===== config.mk =====
export PLATFORM = sky130hd
export DESIGN_NAME = vad_hangover_relabel_flat
export DESIGN_NICKNAME = d
export VERILOG_FILES = /design/src/vhr_pkg.sv /design/src/vhr_chan_if.sv /design/src/vhr_front.sv /design/src/vhr_queue.sv /design/src/vhr_back.sv /design/src/vad_hangover_relabel.sv /design/src/flat_wrapper.sv
export SDC_FILE = /design/constraint.sdc
export NUM_CORES = 1
export LEC_CHECK = 0
export BUFFER_PORTS_ARGS = -buffer_cell sky130_fd_sc_hd__buf_4
export CAP_MARGIN = 0
export CORE_UTILIZATION = 40
export CTS_CLUSTER_DIAMETER = 100
export DETAILED_ROUTE_END_ITERATION = 12
export HOLD_SLACK_MARGIN = 0.12
export PLACE_DENSITY_LB_ADDON = 0.25
export SLEW_MARGIN = 20
export SYNTH_ARGS = -nofsm -noshare
export SYNTH_HDL_FRONTEND = slang
export SYNTH_SLANG_ARGS = --single-unit

===== constraint.sdc =====
create_clock -name clk -period 9.9 [get_ports clk]
set_clock_uncertainty 0.2 [all_clocks]
set_input_delay 1.98 -clock clk [delete_from_list [all_inputs] [get_ports clk]]
set_output_delay 1.98 -clock clk [all_outputs]
set_load 0.01 [all_outputs]

===== src/vhr_pkg.sv =====
// ----------------------------------------------------------------------------
// vhr_pkg
// Shared constants, command type and trap helper for the hangover relabel
// block.
// ----------------------------------------------------------------------------
package vhr_pkg;

  // sizes
  localparam int HOLD_DEPTH  = 32;
  localparam int TAG_WIDTH   = 16;
  localparam int TRAP_W      = 6;
  localparam int PTR_W       = $clog2(HOLD_DEPTH);
  localparam int CNT_W       = $clog2(HOLD_DEPTH + 1);
  localparam int WIDE_W      = TRAP_W + CNT_W;
  localparam int QUEUE_DEPTH = 2;
  localparam int ADDR_W      = 3;
  localparam int DATA_W      = 32;

  // register reset value
  localparam logic [TRAP_W-1:0] TRAP_RESET = TRAP_W'(8);

  // input opcodes
  localparam logic OP_FRAME = 1'b0;
  localparam logic OP_FLUSH = 1'b1;

  // command kinds between front and back
  localparam logic CMD_FRAME = 1'b0;
  localparam logic CMD_FLUSH = 1'b1;

  // register index (paddr bit above the word offset)
  localparam logic REG_SIL_TRAP    = 1'b0;
  localparam logic REG_SPEECH_TRAP = 1'b1;

  typedef struct packed {
    logic                 kind;
    logic [TAG_WIDTH-1:0] tag;
    logic                 speech;
  } cmd_t;

  typedef struct packed {
    logic [TRAP_W-1:0] sil_trap;
    logic [TRAP_W-1:0] speech_trap;
  } trap_cfg_t;

  // zero acts as one, anything beyond the store saturates to its depth
  function automatic logic [CNT_W-1:0] eff_trap(input logic [TRAP_W-1:0] t);
    logic [WIDE_W-1:0] wide;
    wide = {{CNT_W{1'b0}}, t};
    if (t == '0) begin
      eff_trap = CNT_W'(1);
    end else if (wide > WIDE_W'(HOLD_DEPTH)) begin
      eff_trap = CNT_W'(HOLD_DEPTH);
    end else begin
      eff_trap = wide[CNT_W-1:0];
    end
  endfunction

endpackage


===== src/vhr_chan_if.sv =====
// ----------------------------------------------------------------------------
// vhr channel interfaces
// Valid/ready channels for frame requests and relabelled results.
// ----------------------------------------------------------------------------
interface vhr_in_if;
  logic                          valid;
  logic                          ready;
  logic                          opcode;
  logic [vhr_pkg::TAG_WIDTH-1:0] frame_tag;
  logic                          frame_is_speech;

  modport source (output valid, opcode, frame_tag, frame_is_speech, input ready);
  modport sink   (input valid, opcode, frame_tag, frame_is_speech, output ready);
endinterface

interface vhr_out_if;
  logic                          valid;
  logic                          ready;
  logic [vhr_pkg::TAG_WIDTH-1:0] out_tag;
  logic                          out_is_speech;
  logic                          last;

  modport source (output valid, out_tag, out_is_speech, last, input ready);
  modport sink   (input valid, out_tag, out_is_speech, last, output ready);
endinterface


===== src/vhr_front.sv =====
// ----------------------------------------------------------------------------
// vhr_front
// Accepts frame requests and decodes them into commands for the back end.
// ----------------------------------------------------------------------------
module vhr_front (
  input  logic           clk,
  input  logic           rst,
  vhr_in_if.sink         frames,
  output logic           cmd_valid,
  output vhr_pkg::cmd_t  cmd,
  input  logic           cmd_ready
);
  import vhr_pkg::*;

  logic hold_valid;
  cmd_t hold_cmd;
  cmd_t dec_cmd;

  // take a new request whenever the stage is empty or draining
  assign frames.ready = !hold_valid || cmd_ready;

  // classify: flushes carry no frame, frames keep tag and raw decision
  always_comb begin
    dec_cmd.kind   = (frames.opcode == OP_FLUSH) ? CMD_FLUSH : CMD_FRAME;
    dec_cmd.tag    = frames.frame_tag;
    dec_cmd.speech = frames.frame_is_speech;
  end

  // command register
  always_ff @(posedge clk) begin
    if (rst) begin
      hold_valid <= 1'b0;
    end else if (frames.valid && frames.ready) begin
      hold_valid <= 1'b1;
      hold_cmd   <= dec_cmd;
    end else if (cmd_ready) begin
      hold_valid <= 1'b0;
    end
  end

  assign cmd_valid = hold_valid;
  assign cmd       = hold_cmd;

endmodule


===== src/vhr_queue.sv =====
// ----------------------------------------------------------------------------
// vhr_queue
// Short command queue decoupling the front end from the back end.
// ----------------------------------------------------------------------------
module vhr_queue (
  input  logic          clk,
  input  logic          rst,
  input  logic          push_valid,
  output logic          push_ready,
  input  vhr_pkg::cmd_t push_cmd,
  output logic          pop_valid,
  input  logic          pop_ready,
  output vhr_pkg::cmd_t pop_cmd
);
  import vhr_pkg::*;

  localparam int Q_PTR_W = $clog2(QUEUE_DEPTH);
  localparam int Q_CNT_W = $clog2(QUEUE_DEPTH + 1);

  cmd_t               entries [QUEUE_DEPTH];
  logic [Q_PTR_W-1:0] wr_ptr;
  logic [Q_PTR_W-1:0] rd_ptr;
  logic [Q_CNT_W-1:0] fill;
  logic               do_push;
  logic               do_pop;

  assign push_ready = (fill != Q_CNT_W'(QUEUE_DEPTH));
  assign pop_valid  = (fill != '0);
  assign pop_cmd    = entries[rd_ptr];
  assign do_push    = push_valid && push_ready;
  assign do_pop     = pop_valid && pop_ready;

  // storage
  always_ff @(posedge clk) begin
    if (do_push) begin
      entries[wr_ptr] <= push_cmd;
    end
  end

  // pointers and fill level
  always_ff @(posedge clk) begin
    if (rst) begin
      wr_ptr <= '0;
      rd_ptr <= '0;
      fill   <= '0;
    end else begin
      if (do_push) begin
        wr_ptr <= (wr_ptr == Q_PTR_W'(QUEUE_DEPTH - 1)) ? '0 : wr_ptr + 1'b1;
      end
      if (do_pop) begin
        rd_ptr <= (rd_ptr == Q_PTR_W'(QUEUE_DEPTH - 1)) ? '0 : rd_ptr + 1'b1;
      end
      if (do_push && !do_pop) begin
        fill <= fill + 1'b1;
      end else if (do_pop && !do_push) begin
        fill <= fill - 1'b1;
      end
    end
  end

endmodule


===== src/vhr_back.sv =====
// ----------------------------------------------------------------------------
// vhr_back
// Hysteresis state, hold store and release sequencer; drives the result
// register.
// ----------------------------------------------------------------------------
module vhr_back (
  input  logic               clk,
  input  logic               rst,
  input  logic               cmd_valid,
  output logic               cmd_ready,
  input  vhr_pkg::cmd_t      cmd,
  input  vhr_pkg::trap_cfg_t traps,
  vhr_out_if.source          results
);
  import vhr_pkg::*;

  localparam int SUM_W = CNT_W + 1;

  localparam logic [1:0] S_IDLE = 2'd0;
  localparam logic [1:0] S_READ = 2'd1;
  localparam logic [1:0] S_EMIT = 2'd2;
  localparam logic [1:0] S_TAIL = 2'd3;

  logic [TAG_WIDTH-1:0] mem [HOLD_DEPTH];

  logic [1:0]           state;
  logic                 in_speech;
  logic [CNT_W-1:0]     held_count;
  logic [PTR_W-1:0]     read_pointer;
  logic                 rel_label;
  logic                 tail_pending;
  logic [TAG_WIDTH-1:0] tail_tag;
  logic [TAG_WIDTH-1:0] rd_data;
  logic                 out_valid;
  logic [TAG_WIDTH-1:0] out_tag;
  logic                 out_is_speech;
  logic                 out_last;

  logic [SUM_W-1:0]     wr_sum;
  logic [PTR_W-1:0]     wr_addr;
  logic [PTR_W-1:0]     rp_next;
  logic [CNT_W-1:0]     count_inc;
  logic [CNT_W-1:0]     trap_eff;
  logic                 take;
  logic                 hold_frame;
  logic                 out_free;

  assign cmd_ready = (state == S_IDLE);
  assign take      = cmd_valid && cmd_ready;
  assign out_free  = !out_valid || results.ready;

  // tail of the ring, with wrap
  always_comb begin
    wr_sum  = SUM_W'(read_pointer) + SUM_W'(held_count);
    wr_addr = (wr_sum >= SUM_W'(HOLD_DEPTH)) ? PTR_W'(wr_sum - SUM_W'(HOLD_DEPTH))
                                             : PTR_W'(wr_sum);
    rp_next = (read_pointer == PTR_W'(HOLD_DEPTH - 1)) ? '0 : read_pointer + 1'b1;
  end

  // frame disagreeing with the current state gets held
  assign hold_frame = take && (cmd.kind == CMD_FRAME) && (cmd.speech != in_speech);
  assign count_inc  = held_count + 1'b1;
  assign trap_eff   = eff_trap(in_speech ? traps.speech_trap : traps.sil_trap);

  // hold store: one write port, registered read at the head
  always_ff @(posedge clk) begin
    if (hold_frame) begin
      mem[wr_addr] <= cmd.tag;
    end
    rd_data <= mem[read_pointer];
  end

  // sequencer
  always_ff @(posedge clk) begin
    if (rst) begin
      state        <= S_IDLE;
      in_speech    <= 1'b0;
      held_count   <= '0;
      read_pointer <= '0;
      tail_pending <= 1'b0;
      out_valid    <= 1'b0;
    end else begin
      if (out_valid && results.ready) begin
        out_valid <= 1'b0;
      end
      case (state)
        S_IDLE: begin
          if (take) begin
            if (cmd.kind == CMD_FLUSH) begin
              rel_label    <= in_speech;
              tail_pending <= 1'b0;
              if (held_count != '0) begin
                state <= S_READ;
              end
            end else if (cmd.speech == in_speech) begin
              // agreeing frame: held frames revert, then the frame itself
              rel_label    <= in_speech;
              tail_pending <= 1'b1;
              tail_tag     <= cmd.tag;
              state        <= (held_count != '0) ? S_READ : S_TAIL;
            end else begin
              held_count <= count_inc;
              if (count_inc >= trap_eff) begin
                rel_label    <= cmd.speech;
                in_speech    <= cmd.speech;
                tail_pending <= 1'b0;
                state        <= S_READ;
              end
            end
          end
        end
        S_READ: begin
          state <= S_EMIT;
        end
        S_EMIT: begin
          if (out_free) begin
            out_valid     <= 1'b1;
            out_tag       <= rd_data;
            out_is_speech <= rel_label;
            out_last      <= (held_count == CNT_W'(1)) && !tail_pending;
            read_pointer  <= rp_next;
            held_count    <= held_count - 1'b1;
            if (held_count == CNT_W'(1)) begin
              state <= tail_pending ? S_TAIL : S_IDLE;
            end else begin
              state <= S_READ;
            end
          end
        end
        S_TAIL: begin
          if (out_free) begin
            out_valid     <= 1'b1;
            out_tag       <= tail_tag;
            out_is_speech <= in_speech;
            out_last      <= 1'b1;
            tail_pending  <= 1'b0;
            state         <= S_IDLE;
          end
        end
        default: begin
          state <= S_IDLE;
        end
      endcase
    end
  end

  assign results.valid         = out_valid;
  assign results.out_tag       = out_tag;
  assign results.out_is_speech = out_is_speech;
  assign results.last          = out_last;

endmodule


===== src/vad_hangover_relabel.sv =====
// An accepted request passes the front command register and the queue before
// the back end takes it. Each released frame goes through a registered read
// of the hold store, then the result register; a request that releases
// nothing stays in idle; an agreeing frame with nothing held skips the read.
// Reset clears state to silence, empties the hold store and sets both traps
// to 8; the stored tags themselves are not cleared and no clearing pass runs.
// ----------------------------------------------------------------------------
// vad_hangover_relabel
// Two-sided hangover smoothing of per-frame speech decisions, with an APB
// register port for the trap counts.
// ----------------------------------------------------------------------------
module vad_hangover_relabel (
  input  logic                          clk,
  input  logic                          rst,
  vhr_in_if.sink                        frames,
  vhr_out_if.source                     results,
  input  logic                          psel,
  input  logic                          penable,
  input  logic                          pwrite,
  input  logic [vhr_pkg::ADDR_W-1:0]    paddr,
  input  logic [vhr_pkg::DATA_W-1:0]    pwdata,
  output logic [vhr_pkg::DATA_W-1:0]    prdata,
  output logic                          pready
);
  import vhr_pkg::*;

  logic      f_valid;
  cmd_t      f_cmd;
  logic      f_ready;
  logic      q_valid;
  cmd_t      q_cmd;
  logic      q_ready;
  trap_cfg_t traps;
  logic      reg_sel;
  logic      cfg_write;

  // register file
  assign pready    = 1'b1;
  assign reg_sel   = paddr[ADDR_W-1];
  assign cfg_write = psel && penable && pwrite && pready;

  always_ff @(posedge clk) begin
    if (rst) begin
      traps.sil_trap    <= TRAP_RESET;
      traps.speech_trap <= TRAP_RESET;
    end else if (cfg_write) begin
      if (reg_sel == REG_SPEECH_TRAP) begin
        traps.speech_trap <= pwdata[TRAP_W-1:0];
      end else begin
        traps.sil_trap <= pwdata[TRAP_W-1:0];
      end
    end
  end

  assign prdata = (reg_sel == REG_SPEECH_TRAP) ? DATA_W'(traps.speech_trap)
                                               : DATA_W'(traps.sil_trap);

  vhr_front u_front (
    .clk       (clk),
    .rst       (rst),
    .frames    (frames),
    .cmd_valid (f_valid),
    .cmd       (f_cmd),
    .cmd_ready (f_ready)
  );

  vhr_queue u_queue (
    .clk        (clk),
    .rst        (rst),
    .push_valid (f_valid),
    .push_ready (f_ready),
    .push_cmd   (f_cmd),
    .pop_valid  (q_valid),
    .pop_ready  (q_ready),
    .pop_cmd    (q_cmd)
  );

  vhr_back u_back (
    .clk       (clk),
    .rst       (rst),
    .cmd_valid (q_valid),
    .cmd_ready (q_ready),
    .cmd       (q_cmd),
    .traps     (traps),
    .results   (results)
  );

endmodule


===== src/flat_wrapper.sv =====
// flat-port wrapper written by rule: the top's interface ports become plain ports
module vad_hangover_relabel_flat import vhr_pkg::*;
  (clk, rst, psel, penable, pwrite, paddr, pwdata, prdata, pready, frames_valid, frames_opcode, frames_frame_tag, frames_frame_is_speech, frames_ready, results_valid, results_out_tag, results_out_is_speech, results_last, results_ready);
  vhr_in_if frames_i ();
  vhr_out_if results_i ();
  input  logic clk;
  input  logic rst;
  input  logic psel;
  input  logic penable;
  input  logic pwrite;
  input  logic [vhr_pkg::ADDR_W-1:0] paddr;
  input  logic [vhr_pkg::DATA_W-1:0] pwdata;
  output logic [vhr_pkg::DATA_W-1:0] prdata;
  output logic pready;
  input wire logic [$bits(frames_i.valid)-1:0] frames_valid;
  input wire logic [$bits(frames_i.opcode)-1:0] frames_opcode;
  input wire logic [$bits(frames_i.frame_tag)-1:0] frames_frame_tag;
  input wire logic [$bits(frames_i.frame_is_speech)-1:0] frames_frame_is_speech;
  output wire logic [$bits(frames_i.ready)-1:0] frames_ready;
  output wire logic [$bits(results_i.valid)-1:0] results_valid;
  output wire logic [$bits(results_i.out_tag)-1:0] results_out_tag;
  output wire logic [$bits(results_i.out_is_speech)-1:0] results_out_is_speech;
  output wire logic [$bits(results_i.last)-1:0] results_last;
  input wire logic [$bits(results_i.ready)-1:0] results_ready;
  assign frames_i.valid = frames_valid;
  assign frames_i.opcode = frames_opcode;
  assign frames_i.frame_tag = frames_frame_tag;
  assign frames_i.frame_is_speech = frames_frame_is_speech;
  assign frames_ready = frames_i.ready;
  assign results_valid = results_i.valid;
  assign results_out_tag = results_i.out_tag;
  assign results_out_is_speech = results_i.out_is_speech;
  assign results_last = results_i.last;
  assign results_i.ready = results_ready;
  vad_hangover_relabel u_core (.clk(clk), .rst(rst), .frames(frames_i), .results(results_i), .psel(psel), .penable(penable), .pwrite(pwrite), .paddr(paddr), .pwdata(pwdata), .prdata(prdata), .pready(pready));
endmodule

# After elaboration in Yosys (flattened, before gate mapping)
# Memories as Yosys holds them, arrays and structs flattened. A register that Yosys moved wholly into a read port is not among the register bits.
# Index checks and enable logic that the tools add are counted.
# W data, S select, Z words.
# totals
latchBits,0
n_memories,2
input_bits,60
ff_bits,86
ramBits,548
romBits,0
# op_classes
n_addsub,9
n_eq_ne,15
bitwise_logic,4
n_div,0
mux,56
reduce_logical,40
n_mul,0
shift,0
n_lt_le_gt_ge,3
# memory_table
name,depth,width,read_ports,rd_ports_with_merged_regs,wr,line,text
u_core.u_back.mem,32,16,1,1,1,vhr_back.sv:24,logic [TAG_WIDTH-1:0] mem [HOLD_DEPTH];
u_core.u_queue.entries,2,18,1,1,1,vhr_queue.sv:20,cmd_t entries [QUEUE_DEPTH];
# ops
operator,count
$mux W6,8
$mux W16,2
$pmux W16 S2,1
$mux W1,26
$mux W2,12
$reduce_and A5 Y1,4
$ne A2 B2 Y1 const B,6
$pmux W6 S2,1
$reduce_and A4 Y1,3
$reduce_bool A2 Y1,6
$logic_and A1 B1 Y1,11
$mux W5,2
$pmux W2 S4,1
$reduce_and A2 Y1,4
$add A5 B6 Y7,1
$ge A7 B6 Y1 const B,1
$add A6 B1 Y6 const B,1
$eq A6 B1 Y1 const B,1
$ge A6 B6 Y1,1
$gt A6 B6 Y1 const B,1
$logic_not A6 Y1,1
$pmux W1 S2,3
$reduce_bool A6 Y1,1
$sub A6 B1 Y6 const B,1
other kinds (18),28

# Depth between registers and ports, before layout
# logic_depth
word_depth,10
mapped_depth,10
depth_no_buf,10

# Modules after synthesis
# From an unflattened synthesis, not the netlist that was laid out.
# unflattened
cells_unflattened,1327
area_unflattened_um2,25533.2
# modules_own_cells
mod,instances,seq_area_each_um2,cells_per_inst,area_per_inst_um2
vhr_back,1,17066.4,1140,22596.7
vhr_queue,1,1181.1,80,1519.0
vad_hangover_relabel,1,240.2,84,822.0
vhr_front,1,560.5,23,595.6

# Least setup slack after synthesis
# OpenSTA, ideal clock, no wires.
# synth_path
path_type,input-to-output
startpoint,input paddr[2] (netlist name)
endpoint,output prdata[0] (netlist name)
required_ns,7.720
path_buffers,1
path_stages,2
path_slack_ns,5.096
arrival_time_ns,2.624
cell_sequence,clkbuf_1 -> mux2_2
# synth_via
elab_chain_cells,1
# synth_lines
item,line,text
from (decl),flat_wrapper.sv:11,input logic [vhr_pkg::ADDR_W-1:0] paddr;
$mux W6,vad_hangover_relabel.sv:55,assign prdata = (reg_sel == REG_SPEECH_TRAP) ? DATA_W'(traps.speech_trap)
to (decl),flat_wrapper.sv:13,output logic [vhr_pkg::DATA_W-1:0] prdata;
# No other way between the ends.

# Final worst setup path
# layout_path
startpoint,input paddr[2] (netlist name)
endpoint,output prdata[4] (netlist name)
# The elaborated chain is that of the path after synthesis.

==> summary.md <==
| Metric | Value |
|---|---|
| Status | complete, no violations |
| Global-route wire length before repair | 82,000 um |
| Hpwl dp | 30,900 um |
| Initial antenna violation count | 0 |
| Commonest non-fill, non-tap cells in the layout | 601 x edfxtp_1, 180 x mux2i_1, 100 x buf_4 |
| CTS tree | yes |
| Critical Path RT | 7.72 ns |
| Port Buf Inserts | 57 |
| Initial Util | 40.6% |
| Hold_buf cts | 0 |
| Reg power frac | about half |
| I/O pins | 113 |
| CTS Buf Count | between 60 and 70 |
| Vias in the first global route | 12,900 |
| Area grow syn2layout | 13.7% |
| Vias per cell | ~5.3 |
| GRT Util Overall | 17.0% |
| DP Cell Count | 2,288 |
| Hold_sp | u_core.u_front.cmd[5] |
| Clock transition at path regs | 0.06 ns |
| Path type of the worst min-delay path | reg -> reg |
| Clock Sink Count | 651 |
| Worst setup EP type | primary output |
| Fin cells | 2,412 |
| Post-CTS setup buffers | 0 |
| Cts repair resizes | 0 |
| Die footprint | 65,300 um2 |
| Relative slew margins | 28.6% |
| Worst Path Max Fanout | 8 |
| DRT Wirelength | 55,200 um |
| Share of layout cells above drive strength 1 | 19.7% |
| Seq/Total Area, Yosys | 74.1% |
| Setup CP Type | in -> out |
| Hold slack | 0.247 ns |
| Initial DRC count | between 1,000 and 1,500 |
| Netlist Area Pre-Place | roughly 26,000 um2 |
| Critical path startpoint category | primary input |
| Met3 WL | 2920 um |
| Fillcell total | 5,345 |
| WL met2 | 26,900 um |
| Die Width | 255 um |
| Sw Ratio | 25.2% |
| Average wire per cell in the routed design | 22.9 um |
| Final slew viol count | 0 |
| Top Metal Used | met4 |
| Flops & latches, synth | 651 |
| Site row count | 92 |
| Combinational share of power | between 10% and 20% |
| Main synth FF type | edfxtp_1 |
| Int Power | 4.98 mW |
| Clock group share of total power | 36.2% |
| Sw Pwr | 1.68 mW |
| Crit share post-route | 48.3% |
| VDD IR max | 0.000122 V |
| P_leak | 9.21 nW |
| Longest Clk Path Bufs | 3 |
| Post-layout minimum cycle time | 4.78 ns |
| Syn. warnings | 0 |
| Core box area | ~63,000 um2 |
| CP arrival | 2.60 ns |
| Synth async-reset ratio | 0% |
| DR DRC count | 0 |
| Max_cap viols | 0 |
| Detail Route Antenna Nets | 0 |
| Skew-Pair Late Insertion Delay | 0.61 ns |
| Gate Count Post-Synth | 1,413 |
| Total vias in the final route | 12,800 |
| Pre-CTS setup slack | 5.12 ns |
| Root Buffer Master | clkbuf_16 |
| Power density over the cells | 228 nW/um2 |
| Syn_area_per_cell | 18.2 um2 |
| Nets | about 1,600 |
| Fmax | 209 MHz |
| Final setup violating endpoints | 0 |
| H-tree levels | 3 |
| Reg-to-Reg Start | u_core.u_back.read_pointer[1] |
| Number of flops mapped to enable cells by yosys | ~600 |
| RePlAce Congestion | between 0.7 and 0.8 |
| DRT Pass-1 Iters | 7 |
| RSZ-0062 raised after global routing | false |
| # diodes | 0 |
| Setup WS post-layout | 5.12 ns |
| Final Hold Fails | 0 |
| Total Neg Setup Slack | 0 ns |
| Synth cell types | 60 |
| Commonest non-fill, non-tap cell in the layout | edfxtp_1 |
| M1 WL | around 24,000 um |
| Overflow after GRT | 0 |
| Setup crit start | paddr[2] |
| Largest net degree at the start of global routing | 135 |
| Worst slew pin tran | 1.07 ns |
| Die H | 255 um |
==> critical path: stages <==
cell,delay [ns]
buf_4,0.14
mux2_2,0.34
buf_4,0.14
==> cells in the mapped netlist, types with 6 or more instances <==
library cell    n  share of area, %
ha_1           17              0.83
nand3_1        13              0.25
nand2_1        37              0.54
o221ai_1       17              0.58
clkbuf_1       28              0.41
nor3_1         20              0.39
mux2_2         41               1.8
a22o_1         43               1.5
xor2_1          7              0.24
edfxtp_1      601                70
xnor2_1        10              0.34
a21oi_1        33              0.64
dfxtp_1        50               3.9
a31oi_1        18              0.44
nor2b_1         6              0.15
a22oi_1         6              0.18
mux4_2         64               5.6
buf_1           8              0.12
inv_1           7              0.10
nor2_1         72               1.1
nand2b_1        7              0.17
o21ai_0         9              0.18
mux2i_1       180               7.0
buf_4          29              0.85
and3_1          7              0.17
buf_2          29              0.56
==> power by group through the flow <==
stage / Clock [mW] / Sequential, mW / Combinational [mW]
2_1_floorplan: 0 / 3.38 / 0.596
3_3_place_gp: 0 / 3.43 / 0.861
3_5_place_dp: 0 / 3.43 / 0.888
4_1_cts: 2.48 / 3.37 / 0.892
5_1_grt: 2.58 / 3.39 / 0.950
6_report: 2.41 / 3.37 / 0.877
==> worst paths after layout <==
| check | slack [ns] | end | cells past startpoint |
|---|---|---|---|
| setup / recovery | 5.12 | prdata[4] | 3 |
| hold / removal | 0.25 | u_core.u_queue.entries[1][5] | 0 |
| setup reg to reg | 5.82 | u_core.u_back.mem[21][1] | 8 |
| hold reg to reg | 0.25 | u_core.u_queue.entries[1][5] | 0 |
==> metal layers <==
layer	vias up	track usage (%)
li1	5777	-
met1	6560	23.4
met2	375	27.7
met3	67	2.80
met4	0	4.97
met5	-	0
==> final cells by class <==
class	instances	area [um2]	area share, %
Clock buffer	91	1850	6.34
Clock inverter	33	253	0.865
Inverter	8	32.5	0.111
Multi-Input combinational cell	682	6190	21.2
Sequential cell	651	19100	65.2
Tap cell	846	1060	3.62
Timing Repair Buffer	101	771	2.64
==> cell families (layout without fill, tap and decap cells) <==
kind of cell | Yosys count | count (layout) | synth area share [%]
flip-flops | 651 | 651 | 74.1
multiplexers | 286 | 286 | 14.5
AND/OR/NAND/NOR | 189 | 189 | 3.55
AO/OA/AOI/OAI | 145 | 145 | 4.14
buffers and inverters | 105 | 233 | 2.20
adder cells (fa/ha/maj) | 18 | 18 | 0.906
XOR/XNOR | 17 | 17 | 0.579
other | 2 | 27 | 0.0292
==> state kept, by name (all words and copies together), names as in the netlist, 5 cells and up, named ones only <==
register	flops
u_core.u_front.cmd	18
u_core.u_back.tail_tag	16
u_core.u_back.results.out_tag	16
u_core.u_back.rd_data	16
u_core.traps	12
u_core.u_back.mem	512
u_core.u_queue.entries	36
u_core.u_back.held_count	6
u_core.u_back.read_pointer	5
==> stage by stage <==
step / util, % / power, mW / instance area (um2)
2_1_floorplan: - / 3.98 / 25800
3_3_place_gp: 42.8 / 4.29 / 27100
3_5_place_dp: 42.8 / 4.32 / 27100
4_1_cts: 46.1 / 6.74 / 29200
5_1_grt: 46.1 / 6.92 / 29200
6_report: 46.1 / 6.66 / 29200
(Power assumes the default switching activity.)
